**src/rtl/mkd_pkg.sv**
```systemverilog
// mkd_pkg: word types, register indexes, status codes and the Morse table
// for the keyer decoder. No dependencies.
package mkd_pkg;

    typedef struct packed {
        logic        kind;
        logic [15:0] level;
    } t_in_word;

    typedef struct packed {
        logic [6:0] char_code;
        logic [1:0] status;
    } t_out_word;

    typedef enum logic [1:0] {
        REG_LOW_LEVEL  = 2'd0,
        REG_HIGH_LEVEL = 2'd1,
        REG_SHORT_MAX  = 2'd2,
        REG_LONG_MAX   = 2'd3
    } t_reg_index;

    localparam logic [1:0] STATUS_DECODED   = 2'd0;
    localparam logic [1:0] STATUS_NOT_FOUND = 2'd1;
    localparam logic [1:0] STATUS_ABORTED   = 2'd2;

    localparam logic KIND_LEVEL = 1'b0;

    localparam logic [15:0] LOW_LEVEL_RESET  = 16'd0;
    localparam logic [15:0] HIGH_LEVEL_RESET = 16'd1;
    localparam logic [15:0] SHORT_MAX_RESET  = 16'd200;
    localparam logic [15:0] LONG_MAX_RESET   = 16'd600;

    // bit i of bits is the symbol at position i, 1 = dash; returns 0 if not found
    function automatic logic [6:0] f_lookup(input logic [2:0] cnt, input logic [6:0] bits);
        logic [6:0] code;
        code = 7'h00;
        case ({cnt, bits})
            {3'd2, 7'b0000010}: code = 7'h61; // a
            {3'd4, 7'b0000001}: code = 7'h62; // b
            {3'd4, 7'b0000101}: code = 7'h63; // c
            {3'd3, 7'b0000001}: code = 7'h64; // d
            {3'd1, 7'b0000000}: code = 7'h65; // e
            {3'd4, 7'b0000100}: code = 7'h66; // f
            {3'd3, 7'b0000011}: code = 7'h67; // g
            {3'd4, 7'b0000000}: code = 7'h68; // h
            {3'd2, 7'b0000000}: code = 7'h69; // i
            {3'd4, 7'b0001110}: code = 7'h6a; // j
            {3'd3, 7'b0000101}: code = 7'h6b; // k
            {3'd4, 7'b0000010}: code = 7'h6c; // l
            {3'd2, 7'b0000011}: code = 7'h6d; // m
            {3'd2, 7'b0000001}: code = 7'h6e; // n
            {3'd3, 7'b0000111}: code = 7'h6f; // o
            {3'd4, 7'b0000110}: code = 7'h70; // p
            {3'd4, 7'b0001011}: code = 7'h71; // q
            {3'd3, 7'b0000010}: code = 7'h72; // r
            {3'd3, 7'b0000000}: code = 7'h73; // s
            {3'd1, 7'b0000001}: code = 7'h74; // t
            {3'd3, 7'b0000100}: code = 7'h75; // u
            {3'd4, 7'b0001000}: code = 7'h76; // v
            {3'd3, 7'b0000110}: code = 7'h77; // w
            {3'd4, 7'b0001001}: code = 7'h78; // x
            {3'd4, 7'b0001101}: code = 7'h79; // y
            {3'd4, 7'b0000011}: code = 7'h7a; // z
            {3'd5, 7'b0011110}: code = 7'h31;
            {3'd5, 7'b0011100}: code = 7'h32;
            {3'd5, 7'b0011000}: code = 7'h33;
            {3'd5, 7'b0010000}: code = 7'h34;
            {3'd5, 7'b0000000}: code = 7'h35;
            {3'd5, 7'b0000001}: code = 7'h36;
            {3'd5, 7'b0000011}: code = 7'h37;
            {3'd5, 7'b0000111}: code = 7'h38;
            {3'd5, 7'b0001111}: code = 7'h39;
            {3'd5, 7'b0011111}: code = 7'h30;
            {3'd6, 7'b0101010}: code = 7'h2e; // period
            {3'd6, 7'b0110011}: code = 7'h2c; // comma
            {3'd6, 7'b0001100}: code = 7'h3f; // question mark
            {3'd6, 7'b0011110}: code = 7'h27; // apostrophe
            {3'd6, 7'b0110101}: code = 7'h21; // exclamation mark
            {3'd5, 7'b0001001}: code = 7'h2f; // slash
            {3'd5, 7'b0001101}: code = 7'h28; // open paren
            {3'd6, 7'b0101101}: code = 7'h29; // close paren
            {3'd5, 7'b0000010}: code = 7'h26; // ampersand
            {3'd6, 7'b0000111}: code = 7'h3a; // colon
            {3'd6, 7'b0010101}: code = 7'h3b; // semicolon
            {3'd5, 7'b0010001}: code = 7'h3d; // equals
            {3'd5, 7'b0001010}: code = 7'h2b; // plus
            {3'd6, 7'b0100001}: code = 7'h2d; // hyphen
            {3'd6, 7'b0101100}: code = 7'h5f; // underscore
            {3'd6, 7'b0010010}: code = 7'h22; // quote
            {3'd7, 7'b1001000}: code = 7'h24; // dollar
            {3'd6, 7'b0010110}: code = 7'h40; // at sign
            default:            code = 7'h00;
        endcase
        return code;
    endfunction

endpackage

```
**src/rtl/morse_keyer_decoder.sv**
```systemverilog
// morse_keyer_decoder: Morse decoder for a sampled key level and time ticks.
// Depends on mkd_pkg (word types, register indexes, status codes, code table).
//
//   channel  direction  handshake                  word
//   in       sink       i_in_valid / o_in_stall     t_in_word  (kind, level)
//   out      source     o_out_valid / i_out_stall   t_out_word (char_code, status)
//   cfg      sink       i_cfg_valid / o_cfg_ready   i_cfg_index, i_cfg_data
//
// One word per cycle unless the input stalls: state updates at the accepting
// edge, a result lands in the output register on the same edge and shows on
// the next cycle. The output register holds one result; the input stalls only
// while that result is held by a stall on the output side.
// Reset is synchronous and restores register defaults and an empty buffer.
module morse_keyer_decoder #(
    parameter int MAX_SYMBOLS = 7
) (
    input  logic              i_clk,
    input  logic              i_rst_n,
    input  logic              i_in_valid,
    output logic              o_in_stall,
    input  mkd_pkg::t_in_word i_in_word,
    output logic              o_out_valid,
    input  logic              i_out_stall,
    output mkd_pkg::t_out_word o_out_word,
    input  logic              i_cfg_valid,
    output logic              o_cfg_ready,
    input  logic [1:0]        i_cfg_index,
    input  logic [15:0]       i_cfg_data
);
    import mkd_pkg::*;

    localparam int CW = $clog2(MAX_SYMBOLS + 1);
    localparam int IW = $clog2(MAX_SYMBOLS);

    logic [15:0] r_low_level, r_high_level, r_short_max, r_long_max;
    logic [15:0] r_last_level, n_last_level;
    logic        r_last_valid, n_last_valid;
    logic [15:0] r_elapsed, n_elapsed;
    logic        r_armed, n_armed;
    logic [MAX_SYMBOLS-1:0] r_sym_bits, n_sym_bits;
    logic [CW-1:0] r_sym_cnt, n_sym_cnt;
    logic        r_sym_ovf, n_sym_ovf;
    logic        r_out_valid;
    t_out_word   r_out_word, n_out_word;
    logic        n_fire;

    logic        w_accept;
    logic [15:0] w_elapsed_inc;
    logic [6:0]  w_bits_ext;
    logic [3:0]  w_cnt_ext;
    logic [6:0]  w_code;

    assign o_in_stall  = r_out_valid & i_out_stall;
    assign w_accept    = i_in_valid & ~o_in_stall;
    assign o_cfg_ready = 1'b1;
    assign o_out_valid = r_out_valid;
    assign o_out_word  = r_out_word;

    assign w_elapsed_inc = (r_elapsed == 16'hFFFF) ? r_elapsed : r_elapsed + 16'd1;
    assign w_bits_ext    = 7'(r_sym_bits);
    assign w_cnt_ext     = 4'(r_sym_cnt);

    always_comb begin
        if (r_sym_ovf || w_cnt_ext == 4'd0 || w_cnt_ext > 4'd7) begin
            w_code = 7'h00;
        end else begin
            w_code = f_lookup(w_cnt_ext[2:0], w_bits_ext);
        end
    end

    always_comb begin
        n_last_level = r_last_level;
        n_last_valid = r_last_valid;
        n_elapsed    = r_elapsed;
        n_armed      = r_armed;
        n_sym_bits   = r_sym_bits;
        n_sym_cnt    = r_sym_cnt;
        n_sym_ovf    = r_sym_ovf;
        n_fire       = 1'b0;
        n_out_word   = r_out_word;
        if (i_in_word.kind == KIND_LEVEL) begin
            if (!(r_last_valid && i_in_word.level == r_last_level)) begin
                if (i_in_word.level > r_low_level) begin
                    if (r_last_valid && r_last_level == r_low_level) begin
                        if (r_sym_cnt < CW'(MAX_SYMBOLS)) begin
                            n_sym_bits[r_sym_cnt[IW-1:0]] = (r_elapsed > r_short_max);
                            n_sym_cnt = r_sym_cnt + CW'(1);
                        end else begin
                            n_sym_ovf = 1'b1;
                        end
                    end
                    n_last_level = r_high_level;
                end else begin
                    n_last_level = r_low_level;
                end
                n_last_valid = 1'b1;
                n_elapsed    = 16'd0;
                n_armed      = 1'b1;
            end
        end else begin
            n_elapsed = w_elapsed_inc;
            if (r_armed && w_elapsed_inc >= r_long_max) begin
                n_fire     = 1'b1;
                n_armed    = 1'b0;
                n_sym_bits = '0;
                n_sym_cnt  = '0;
                n_sym_ovf  = 1'b0;
                if (r_last_valid && r_last_level == r_high_level) begin
                    n_out_word.char_code = w_code;
                    n_out_word.status    = (w_code != 7'h00) ? STATUS_DECODED
                                                             : STATUS_NOT_FOUND;
                end else begin
                    n_out_word.char_code = 7'h00;
                    n_out_word.status    = STATUS_ABORTED;
                end
            end
        end
    end

    always_ff @(posedge i_clk) begin
        if (!i_rst_n) begin
            r_low_level  <= LOW_LEVEL_RESET;
            r_high_level <= HIGH_LEVEL_RESET;
            r_short_max  <= SHORT_MAX_RESET;
            r_long_max   <= LONG_MAX_RESET;
        end else if (i_cfg_valid && o_cfg_ready) begin
            case (t_reg_index'(i_cfg_index))
                REG_LOW_LEVEL:  r_low_level  <= i_cfg_data;
                REG_HIGH_LEVEL: r_high_level <= i_cfg_data;
                REG_SHORT_MAX:  r_short_max  <= i_cfg_data;
                REG_LONG_MAX:   r_long_max   <= i_cfg_data;
                default:        r_low_level  <= r_low_level;
            endcase
        end
    end

    always_ff @(posedge i_clk) begin
        if (!i_rst_n) begin
            r_last_level <= '0;
            r_last_valid <= 1'b0;
            r_elapsed    <= '0;
            r_armed      <= 1'b0;
            r_sym_bits   <= '0;
            r_sym_cnt    <= '0;
            r_sym_ovf    <= 1'b0;
            r_out_valid  <= 1'b0;
        end else begin
            if (w_accept) begin
                r_last_level <= n_last_level;
                r_last_valid <= n_last_valid;
                r_elapsed    <= n_elapsed;
                r_armed      <= n_armed;
                r_sym_bits   <= n_sym_bits;
                r_sym_cnt    <= n_sym_cnt;
                r_sym_ovf    <= n_sym_ovf;
            end
            if (w_accept && n_fire) begin
                r_out_valid <= 1'b1;
            end else if (!i_out_stall) begin
                r_out_valid <= 1'b0;
            end
        end
    end

    always_ff @(posedge i_clk) begin
        if (w_accept && n_fire) begin
            r_out_word <= n_out_word;
        end
    end

endmodule
```
**config.mk**
```make
export PLATFORM = sky130hd
export DESIGN_NAME = morse_keyer_decoder
export DESIGN_NICKNAME = d
export VERILOG_FILES = /design/src/rtl/mkd_pkg.sv /design/src/rtl/morse_keyer_decoder.sv
export SDC_FILE = /design/constraint.sdc
export NUM_CORES = 1
export LEC_CHECK = 0
export BUFFER_PORTS_ARGS = -buffer_cell sky130_fd_sc_hd__buf_2
export CAP_MARGIN = 0
export CORE_AREA = 10 10 112 154
export DETAILED_ROUTE_END_ITERATION = 10
export DIE_AREA = 0 0 122 164
export PLACE_DENSITY_LB_ADDON = 0.3
export SLEW_MARGIN = 20
export SYNTH_ARGS = -nofsm -noshare
export SYNTH_HDL_FRONTEND = slang
export SYNTH_SLANG_ARGS = --single-unit
```
**constraint.sdc**
```tcl
create_clock -name i_clk -period 3.6 [get_ports i_clk]
set_input_delay 0.36 -clock i_clk [delete_from_list [all_inputs] [get_ports i_clk]]
set_output_delay 0.36 -clock i_clk [all_outputs]
set_load 0.05 [all_outputs]
```
==> results.md, run 1 <==
- Clock root cell: clkbuf_16
- Final period utilization: 98.14%
- Post-Synth XOR/XNOR Area: 6.883%
- Rel. slew slack: 47.36%
- CP dominant cell by count: ha_4
- Design area: 9283 um2
- CP max stage cell: or3_4
- Vias per cell: 6.197
- Largest net degree at the start of global routing: 67
- CP Class: reg -> reg
- Finished Layout Cells: 1288
- Die W: 122 um
- Longest Clk Path Bufs: 2
- Largest family of logic cells by synthesized area: compound AO/OA/AOI/OAI gates
- First-pass GRT wire length: 38160 um
- Power per cell area: 376.8 nW/um2
- Reg power frac: 40.3%
- Synth Area in Compound Gates: about a quarter
- Primary FF master, synth: dfxtp_1
- CP cell instances: ha_4, nand4_1, or3_4, or2_4, mux2_4, ha_4, a2111o_1, a311oi_2, a31oi_2, buf_4, a31oi_4, o311ai_2, o31ai_1
- CP Data Arrival Time: 3.85 ns
- Pwr Total: 3.497 mW
- Worst-path clk slew: 0.06 ns
- Area share of fa/ha/maj cells after synthesis: approximately 8%
- Commonest non-fill, non-tap cell in the layout: nand2_1
- Vias in the first global route: 7461
- Max IR drop VDD: ~0.34 mV
- Worst hold path type: in -> reg
- Port buffer count: 50
- Antenna diodes: 0
- Most frequent cells in the layout: nand2_1, a21oi_1, dfxtp_1
- Die Height: 164 um
- Inst Count DP: ~1300
- Outcome: complete, no violations
- Placed instance area: about 8400 um2
- Starting Density: a little over half
- WL final: 24310 um
- Drt pass-1 iters: 7
- Initial DRC count: 741
- Fmax: 283.1 MHz
- Worst setup SP type: flip-flop
- Max cap viols: 0
- Nets: 1179
- Post-CTS Hold Buffers: 0
- Syn avg cell area: 7.629 um2
- Worst path buffer plus inverter count: 1
- Grt total ovfl: 0
- Core area: 14380 um2
- Synth async-reset ratio: 0%
- Num CTS Buffers: 17
- CP max FO: 4
- Final routed DRC violation total: 0
- H-tree Lvls: 4
- Routed vias: about 8000
- Sw power: 910.4 uW
- Worst stage delay on the critical path: 0.43 ns
- CTS Sinks: 119
- Final hold violations: 0
- Internal power: about 2.6 mW
- Post-Syn Nets: 1126
- CP endpoint kind: flip-flop
- Tmin final: 3.533 ns
- Area fraction in and, or, nand and nor cells after synthesis: 23.30%
- Comb power frac: 9.9%
- CTS tree: yes
- Wire per inst: 18.87 um
- Filler cells: 1272
- Mapped Area: 7889 um2
- Clock power frac: about half
- DP HPWL: 17590 um
- I/O pin cnt: 52
- Remaining antenna violation count: 0
- Gpl congestion: 0.9819
- Number of synthesized register bits: around 120
- Worst-skew pair later-pin latency: 0.42 ns
- Pre-CTS WS: -0.08279 ns
- Synth warn: 0
- LEAKAGE: 3.461 nW
- Total global routing track utilization: 23.73%
- Sequential area share after synthesis: 31.34%
- Max Slew Vio Count: 0
- Post-synth EDFFs: 9
- Die area: 20010 um2
- Final Setup Violations: 0
- Share of cells above drive strength 1: 16.29%
- Setup Skew: 0.01185 ns
- Cells after synthesis: a little over 1000
- Initial antenna violation count: 0
- Slew @ Worst Pin: 0.7896 ns
- Num rows: 52
- CP required: ~3.9 ns
- Netlist cell types: 73
- Final setup margin: 0.06713 ns
- Sw frac: a little over a quarter
- Delay-heaviest family, CP: compound AO/OA/AOI/OAI gates
- Post-synthesis mux area share: 0.5551%
- Area growth syn-to-layout: 17.67%
==> power by group through the flow <==
stage                     Combinational, mW  Sequential (mW)  Clock (mW)
after floorplan                       0.218             1.43           0
after global placement                0.323             1.43           0
after detailed placement              0.327             1.44           0
after CTS                             0.333             1.41        1.74
after global routing                  0.383             1.41        1.81
final                                 0.348             1.41        1.74
==> registers in the layout (all words and copies together), names as in the netlist <==
register / count
r_long_max: 16
o_out_word: 9
r_elapsed: 16
r_last_level: 16
r_sym_bits: 7
r_armed: 1
r_sym_ovf: 1
r_sym_cnt: 3
o_out_valid: 1
r_short_max: 16
r_high_level: 16
r_low_level: 16
r_last_valid: 1
==> layer usage <==
metal / vias up / track usage (%) / routed length [um]
met1: 3712 / 27.87 / 9474
li1: 3790 / - / -
met5: - / 0 / 0
met3: 88 / 3.677 / 1623
met2: 392 / 40.55 / 12100
met4: 0 / 12.23 / 1103
==> worst paths after layout <==
check | start | endpoint | slack (ns) | cells past startpoint
max | r_elapsed[0] | r_sym_bits[3] | 0.07 | 13
max reg2reg | r_elapsed[0] | r_sym_bits[3] | 0.07 | 13
min | i_cfg_data[5] | r_high_level[5] | 0.23 | 3
min reg2reg | r_long_max[8] | r_long_max[8] | 0.45 | 2
==> cells by family after synthesis <==
group,after synthesis
AND/OR/NAND/NOR,383
AO/OA/AOI/OAI,293
buffers and inverters,120
flip-flops,119
XOR/XNOR,62
adder cells (fa/ha/maj),52
multiplexers,4
other,1
==> tightest hold or removal path: cells and delay by family <==
| kind | cells | cell delay [ns] |
|---|---|---|
| AOI/OAI and AO/OA | 1 | 0.05 |
| buffers and inverters | 1 | 0.13 |
| and+or+nand+nor | 1 | 0.06 |
==> cells in the mapped netlist, types with 22 or more instances <==
master	n	share of area [%]
nand2_1	174	8.3
a21oi_1	117	7.4
dfxtp_1	110	28
inv_1	59	2.8
ha_1	52	8.2
o21ai_0	51	3.2
nor2_1	49	2.3
clkbuf_1	46	2.2
xnor2_1	45	5.0
nand3_1	30	1.9
nand4_1	25	2.0
nor3_1	23	1.5
a21boi_0	22	2.1
==> stage by stage <==
| step | utilization [%] | hold WS, ns | TNS [ns] |
|---|---|---|---|
| final | 64.56 | 0.2291 | 0 |
| after CTS | 63.01 | 0.2210 | 0 |
| after detailed placement | 58.68 | 0.4469 | -0.4935 |
| after global placement | 58.68 | 0.4426 | 0 |
| after global routing | 64.56 | 0.2294 | -0.4034 |
| after floorplan | - | 0.4363 | 0 |
==> repair_timing <==
action,in CTS,in global routing
pin swaps,1,12
resized for setup,11,33
endpoints found under the hold margin,0,0
buffers inserted,0,2
setup endpoints to repair,19,21
==> cell type report <==
class / instances / area, um2 / area share, %
tap: 189 / 236.5 / 2.548
clock buffer: 19 / 464.2 / 5.001
inverter: 59 / 221.5 / 2.386
multi-input combinational: 795 / 5157 / 55.56
timing repair buffer: 95 / 588.1 / 6.335
sequential: 119 / 2475 / 26.66
clock inverter: 12 / 140.1 / 1.510
No activity file was read; power rests on OpenSTA's default activity.
==> inputs of run 2 (changes only) <==
Settings changed: CORE_AREA 10 10 112 154 to 10 10 95 181, DIE_AREA 0 0 122 164 to 0 0 105 191, GPL_ROUTABILITY_DRIVEN from default to 0.
==> results.md, run 2 (synthesis gave the netlist of run 1 again) <==
- Outcome: complete, no violations
- Antenna diodes: 0 (unchanged)
- CP endpoint kind: flip-flop
- CP Data Arrival Time: 3.83 ns (-0.02 ns)
- Slew @ Worst Pin: 1.118 ns (+0.3283 ns)
- Max Slew Vio Count: 0 (unchanged)
- Port buffer count: 50 (unchanged)
- Max IR drop VDD: 0.4273 mV (+27%)
- Final period utilization: 97.00% (-1.1 points)
- Commonest non-fill, non-tap cell in the layout: nand2_1
- Clock root cell: clkbuf_16
- Longest Clk Path Bufs: 2 (unchanged)
- Area growth syn-to-layout: 18.00%
- Wire per inst: 20.47 um (+8.5%)
- Routed vias: 8044 (+0.78%)
- Fmax: 286.4 MHz (+1.2%)
- CTS tree: yes
- Final Setup Violations: 0 (unchanged)
- CP required: 3.93 ns (about the same)
- I/O pin cnt: 52 (unchanged)
- Vias per cell: 6.197 (about the same)
- Grt total ovfl: 0 (unchanged)
- Initial DRC count: 574 (-23%)
- Final routed DRC violation total: 0 (unchanged)
- Hold Path Depth: 3 (unchanged)
- Post-CTS Hold Buffers: 0 (unchanged)
- R2R setup slack: 0.11 ns (+0.04 ns)
- Vias in the first global route: 8022 (+7.5%)
- Share of cells above drive strength 1: 17.09% (+0.80 points)
- Starting Density: 55.27% (+0.40 points)
- WL final: 26580 um (+9.3%)
- Worst-skew pair later-pin latency: 0.42 ns (about the same)
- DP HPWL: 19850 um (+13%)
- Most frequent cells in the layout: nand2_1, a21oi_1, dfxtp_1
- Num CTS Buffers: 17 (unchanged)
- Tmin final: 3.492 ns (-0.04092 ns)
- Die Height: 191 um (+16%)
- R2r worst-path depth: 14 (+1)
- First-pass GRT wire length: 41550 um (+8.9%)
- Rel. slew slack: 25.20% (-22 points)
- Die W: 105 um (-14%)
- Max cap viols: 0 (unchanged)
- H-tree Lvls: 4 (unchanged)
- Nets: 1186 (+0.59%)
- Worst setup SP type: flip-flop
- Num rows: 62 (+19%)
- Die area: 20060 um2 (+0.23%)
- Largest net degree at the start of global routing: 67 (unchanged)
- Total global routing track utilization: 26.14% (+2.4 points)
- CP max FO: 6 (+2)
- CP Class: reg -> reg
- Drt pass-1 iters: 7 (unchanged)
- Power per cell area: 372.2 nW/um2 (-1.2%)
- Final core occ: 65.22% (+0.66 points)
- Multi-input logic area: 5121 um2 (-0.70%)
- Worst hold path type: in -> reg
- LEAKAGE: 3.482 nW (+0.60%)
- Setup TNS: 0 ns (unchanged)
- Remaining antenna violation count: 0 (unchanged)
- Final hold violations: 0 (unchanged)
- Filler cells: 1279 (+0.55%)
- Core area: 14270 um2 (-0.73%)
- Setup Skew: 0.008565 ns (-0.003288 ns)
- CTS Sinks: 119 (unchanged)
- Register Area: 2480 um2 (+0.20%)
- Worst-path clk slew: 0.06 ns (about the same)
- Initial antenna violation count: 0 (unchanged)
run 2: cell types whose count changed in the layout (fill, tap and decap cells not counted), moves of 2 or more:
cell and change:
dfxtp_1 -4, dfxtp_2 +4, buf_4 +6, clkinv_2 +2, o311ai_2 +2
run 2: metrics by stage:
stage	cell area, um2	worst slack [ns]	total power, mW	instances	hold slack, ns
5_1_grt	9309	-0.05545	3.582	1298	0.2196
4_1_cts	9143	-0.009690	3.475	1297	0.2032
6_report	9309	0.1080	3.465	1298	0.2194
3_3_place_gp	8514	0.01847	1.762	1266	0.4430
2_1_floorplan	7895	0.03045	1.645	1034	0.4363
3_5_place_dp	8517	-0.06060	1.769	1266	0.4484
run 2: area by class of cell:
cell class / count / share of cell area, %
timing repair buffer: 102 / 7.016
tap: 192 / 2.581
multi-input combinational: 795 / 55.01
sequential: 119 / 26.64
inverter: 59 / 2.379
clock inverter: 13 / 1.532
clock buffer: 18 / 4.839
run 2: worst max-delay path, stage by stage, from the launching register on:
cell and delay, ns:
dfxtp_2 0.33, ha_2 0.18, nand4_1 0.13, or3_4 0.36, or2_4 0.28, xnor2_2 0.14, ha_1 0.28, nand2b_1 0.15
a2111o_1 0.42, a311oi_2 0.30, a31oi_1 0.17, buf_4 0.19, a31oi_4 0.24, o311ai_2 0.13, o31ai_1 0.10
run 2: where the power goes:
part / switching, mW / internal, mW
combinational: 0.220 / 0.131
clock: 0.644 / 1.06
sequential: 0.0382 / 1.37
run 2: final timing paths:
| kind | startpoint | end |
|---|---|---|
| worst max-delay path | r_elapsed[0] | r_sym_bits[3] |
| worst min-delay path | i_cfg_data[12] | r_short_max[12] |
| worst max register to register | r_elapsed[0] | r_sym_bits[3] |
| worst min register to register | r_short_max[4] | r_short_max[4] |
run 2: timing repair:
| action | in CTS | in global routing |
|---|---|---|
| resized for setup | 10 | 33 |
| cloned | 0 | 0 |
| buffers inserted | 0 | 1 |
| pin swaps | 1 | 11 |
| setup endpoints to repair | 19 | 21 |
run 2: routing by layer:
metal  GRT usage, %  vias to the layer above  wire length (um)
met3          4.047                      135              1190
met4          22.61                        0              2259
met5              0                        -                 0
met2          47.94                      353             14130
met1          24.58                     3746              8996
li1               -                     3810                 -
==> inputs of run 3 (changes only) <==
Settings changed: CORE_AREA 10 10 95 181 to 5 5 84 163, DIE_AREA 0 0 105 191 to 0 0 89 168.
Clock period 3.6 ns to 4.36 ns, I/O delays scaled along.
==> results.md, run 3 (synthesis gave the netlist of run 1 again) <==
- Core area: 12200 um2 (-15%)
- Num rows: 57 (-8.1%)
- CP Class: reg -> reg
- Longest Clk Path Bufs: 2 (unchanged)
- Die W: 89 um (-15%)
- Sw frac: 26.73% (+0.68 points)
- Final period utilization: 93.17% (-3.8 points)
- Final routed DRC violation total: 0 (unchanged)
- Commonest non-fill, non-tap cell in the layout: nand2_1
- Wire per inst: 21.33 um (+4.2%)
- Clock root cell: clkbuf_16
- Drt pass-1 iters: 5 (-2)
- Filler cells: 963 (-25%)
- LEAKAGE: 3.210 nW (-7.8%)
- Setup Skew: 0.01074 ns (+0.002174 ns)
- CP required: 4.68 ns (+0.75 ns)
- CP endpoint kind: flip-flop
- Hold path start: i_cfg_data[9]
- Rel. slew slack: 18.13% (-7.1 points)
- CTS Sinks: 119 (unchanged)
- Num CTS Buffers: 17 (unchanged)
- Vias in the first global route: 7791 (-2.9%)
- CTS tree: yes
- Worst stage delay on the critical path: 0.53 ns (+0.11 ns)
- I/O pin cnt: 52 (unchanged)
- Final Setup Violations: 0 (unchanged)
- Final core occ: 72.17% (+6.9 points)
- Remaining antenna violation count: 0 (unchanged)
- Max IR drop VDD: 0.2994 mV (-30%)
- Worst-path clk slew: 0.07 ns (about the same)
- Worst setup SP type: flip-flop
- Routed vias: 8015 (-0.36%)
- RR Startpoint: r_elapsed[5]
- First-pass GRT wire length: 40890 um (-1.6%)
- Outcome: complete, no violations
- Pwr Total: 2.946 mW (-15%)
- Grt total ovfl: 0 (unchanged)
- Slew @ Worst Pin: 1.197 ns (+0.07927 ns)
- CP cell instances: nand3_1, or3_1, or2_2, and2_1, nand2_1, xnor2_1, ha_1, nand4_1, nor4_1, a311oi_1, a31oi_2, a31o_2, nand3_2, o41ai_2
- Total global routing track utilization: 35.55% (+9.4 points)
- WL final: 25880 um (-2.6%)
- Worst-skew pair later-pin latency: 0.43 ns (about the same)
- CP max FO: 8 (+2)
- Largest net degree at the start of global routing: 68 (+1.5%)
- Clock power frac: 50.9% (+1.7 points)
- DP HPWL: 18350 um (-7.6%)
- CP max stage cell: or3_1
- Sw power: 787.6 uW (-13%)
- Power per cell area: 334.7 nW/um2 (-10%)
- Antenna diodes: 0 (unchanged)
- Worst hold path type: in -> reg
- Vias per cell: 6.608 (+6.6%)
- Share of cells above drive strength 1: 11.54% (-5.6 points)
- Tmin final: 4.062 ns (+0.5702 ns)
- Final hold violations: 0 (unchanged)
- Setup TNS: 0 ns (unchanged)
- Hold slack: 0.2792 ns (+0.05978 ns)
- H-tree Lvls: 4 (unchanged)
- Port buffer count: 50 (unchanged)
- Max cap viols: 0 (unchanged)
- Setup crit start: r_elapsed[5]
- Reg power frac: 39.5% (-1.2 points)
- RSZ-0062 raised after global routing: no
- Nets: 1145 (-3.5%)
- Most frequent cells in the layout: nand2_1, a21oi_1, dfxtp_1
- Comb power frac: 9.5% (-0.6 points)
- Starting Density: 64.69% (+9.4 points)
- Fmax: 246.2 MHz (-14%)
- Area growth syn-to-layout: 11.56%
- Internal power: 2.158 mW (-16%)
- Die area: 14950 um2 (-25%)
- Initial antenna violation count: 0 (unchanged)
- Initial DRC count: 645 (+12%)
- CP Data Arrival Time: 4.38 ns (+0.55 ns)
- Die Height: 168 um (-12%)
- Max Slew Vio Count: 0 (unchanged)
run 3: final timing paths:
path / end / slack [ns] / cells after the start
min: r_short_max[9] / 0.28 / 3
max: r_sym_bits[5] / 0.30 / 14
min reg2reg: r_short_max[15] / 0.45 / 2
max reg2reg: r_sym_bits[5] / 0.30 / 14
run 3: repair_timing:
action / CTS / global route
buffers inserted: 0 / 0
hold buffers: 0 / 0
endpoints found under the setup margin: 0 / 11
gates resized for setup: 0 / 8
run 3: layer usage:
layer,up-vias,track usage [%],routed length [um]
met1,3713,37.27,8626
met5,-,0,0
met2,430,61.00,13150
met4,0,23.78,2270
li1,3716,-,-
met3,156,8.020,1830
run 3: cell type report:
class	instances	area [um2]	area share, %
clock buffer	17	425.4	4.834
clock inverter	15	200.2	2.275
inverter	59	221.5	2.516
multi-input combinational	795	4964	56.40
sequential	119	2474	28.11
tap	147	183.9	2.090
timing repair buffer	61	332.8	3.782
run 3: per-stage QoR:
step / std cells / setup slack, ns / instance area [um2]
after floorplan: 1034 / 0.6544 / 7889
after global placement: 1181 / 0.3374 / 8143
after detailed placement: 1181 / 0.2484 / 8143
after CTS: 1213 / 0.1859 / 8768
after global routing: 1213 / 0.01236 / 8801
final: 1213 / 0.2978 / 8801
run 3: power by group through the flow:
stage | Sequential [mW] | Combinational [mW] | Clock (mW)
2_1_floorplan | 1.18 | 0.180 | 0
3_3_place_gp | 1.18 | 0.266 | 0
3_5_place_dp | 1.19 | 0.270 | 0
4_1_cts | 1.16 | 0.274 | 1.50
5_1_grt | 1.17 | 0.307 | 1.56
6_report | 1.16 | 0.281 | 1.50
run 3: worst max-delay path: cells and delay by family (launching register included):
| family | cells | cell delay (ns) |
|---|---|---|
| simple gates | 8 | 2.14 |
| xor+xnor | 1 | 0.07 |
| fa+ha+maj | 1 | 0.27 |
| flops | 1 | 0.45 |
| compound gates | 4 | 1.02 |
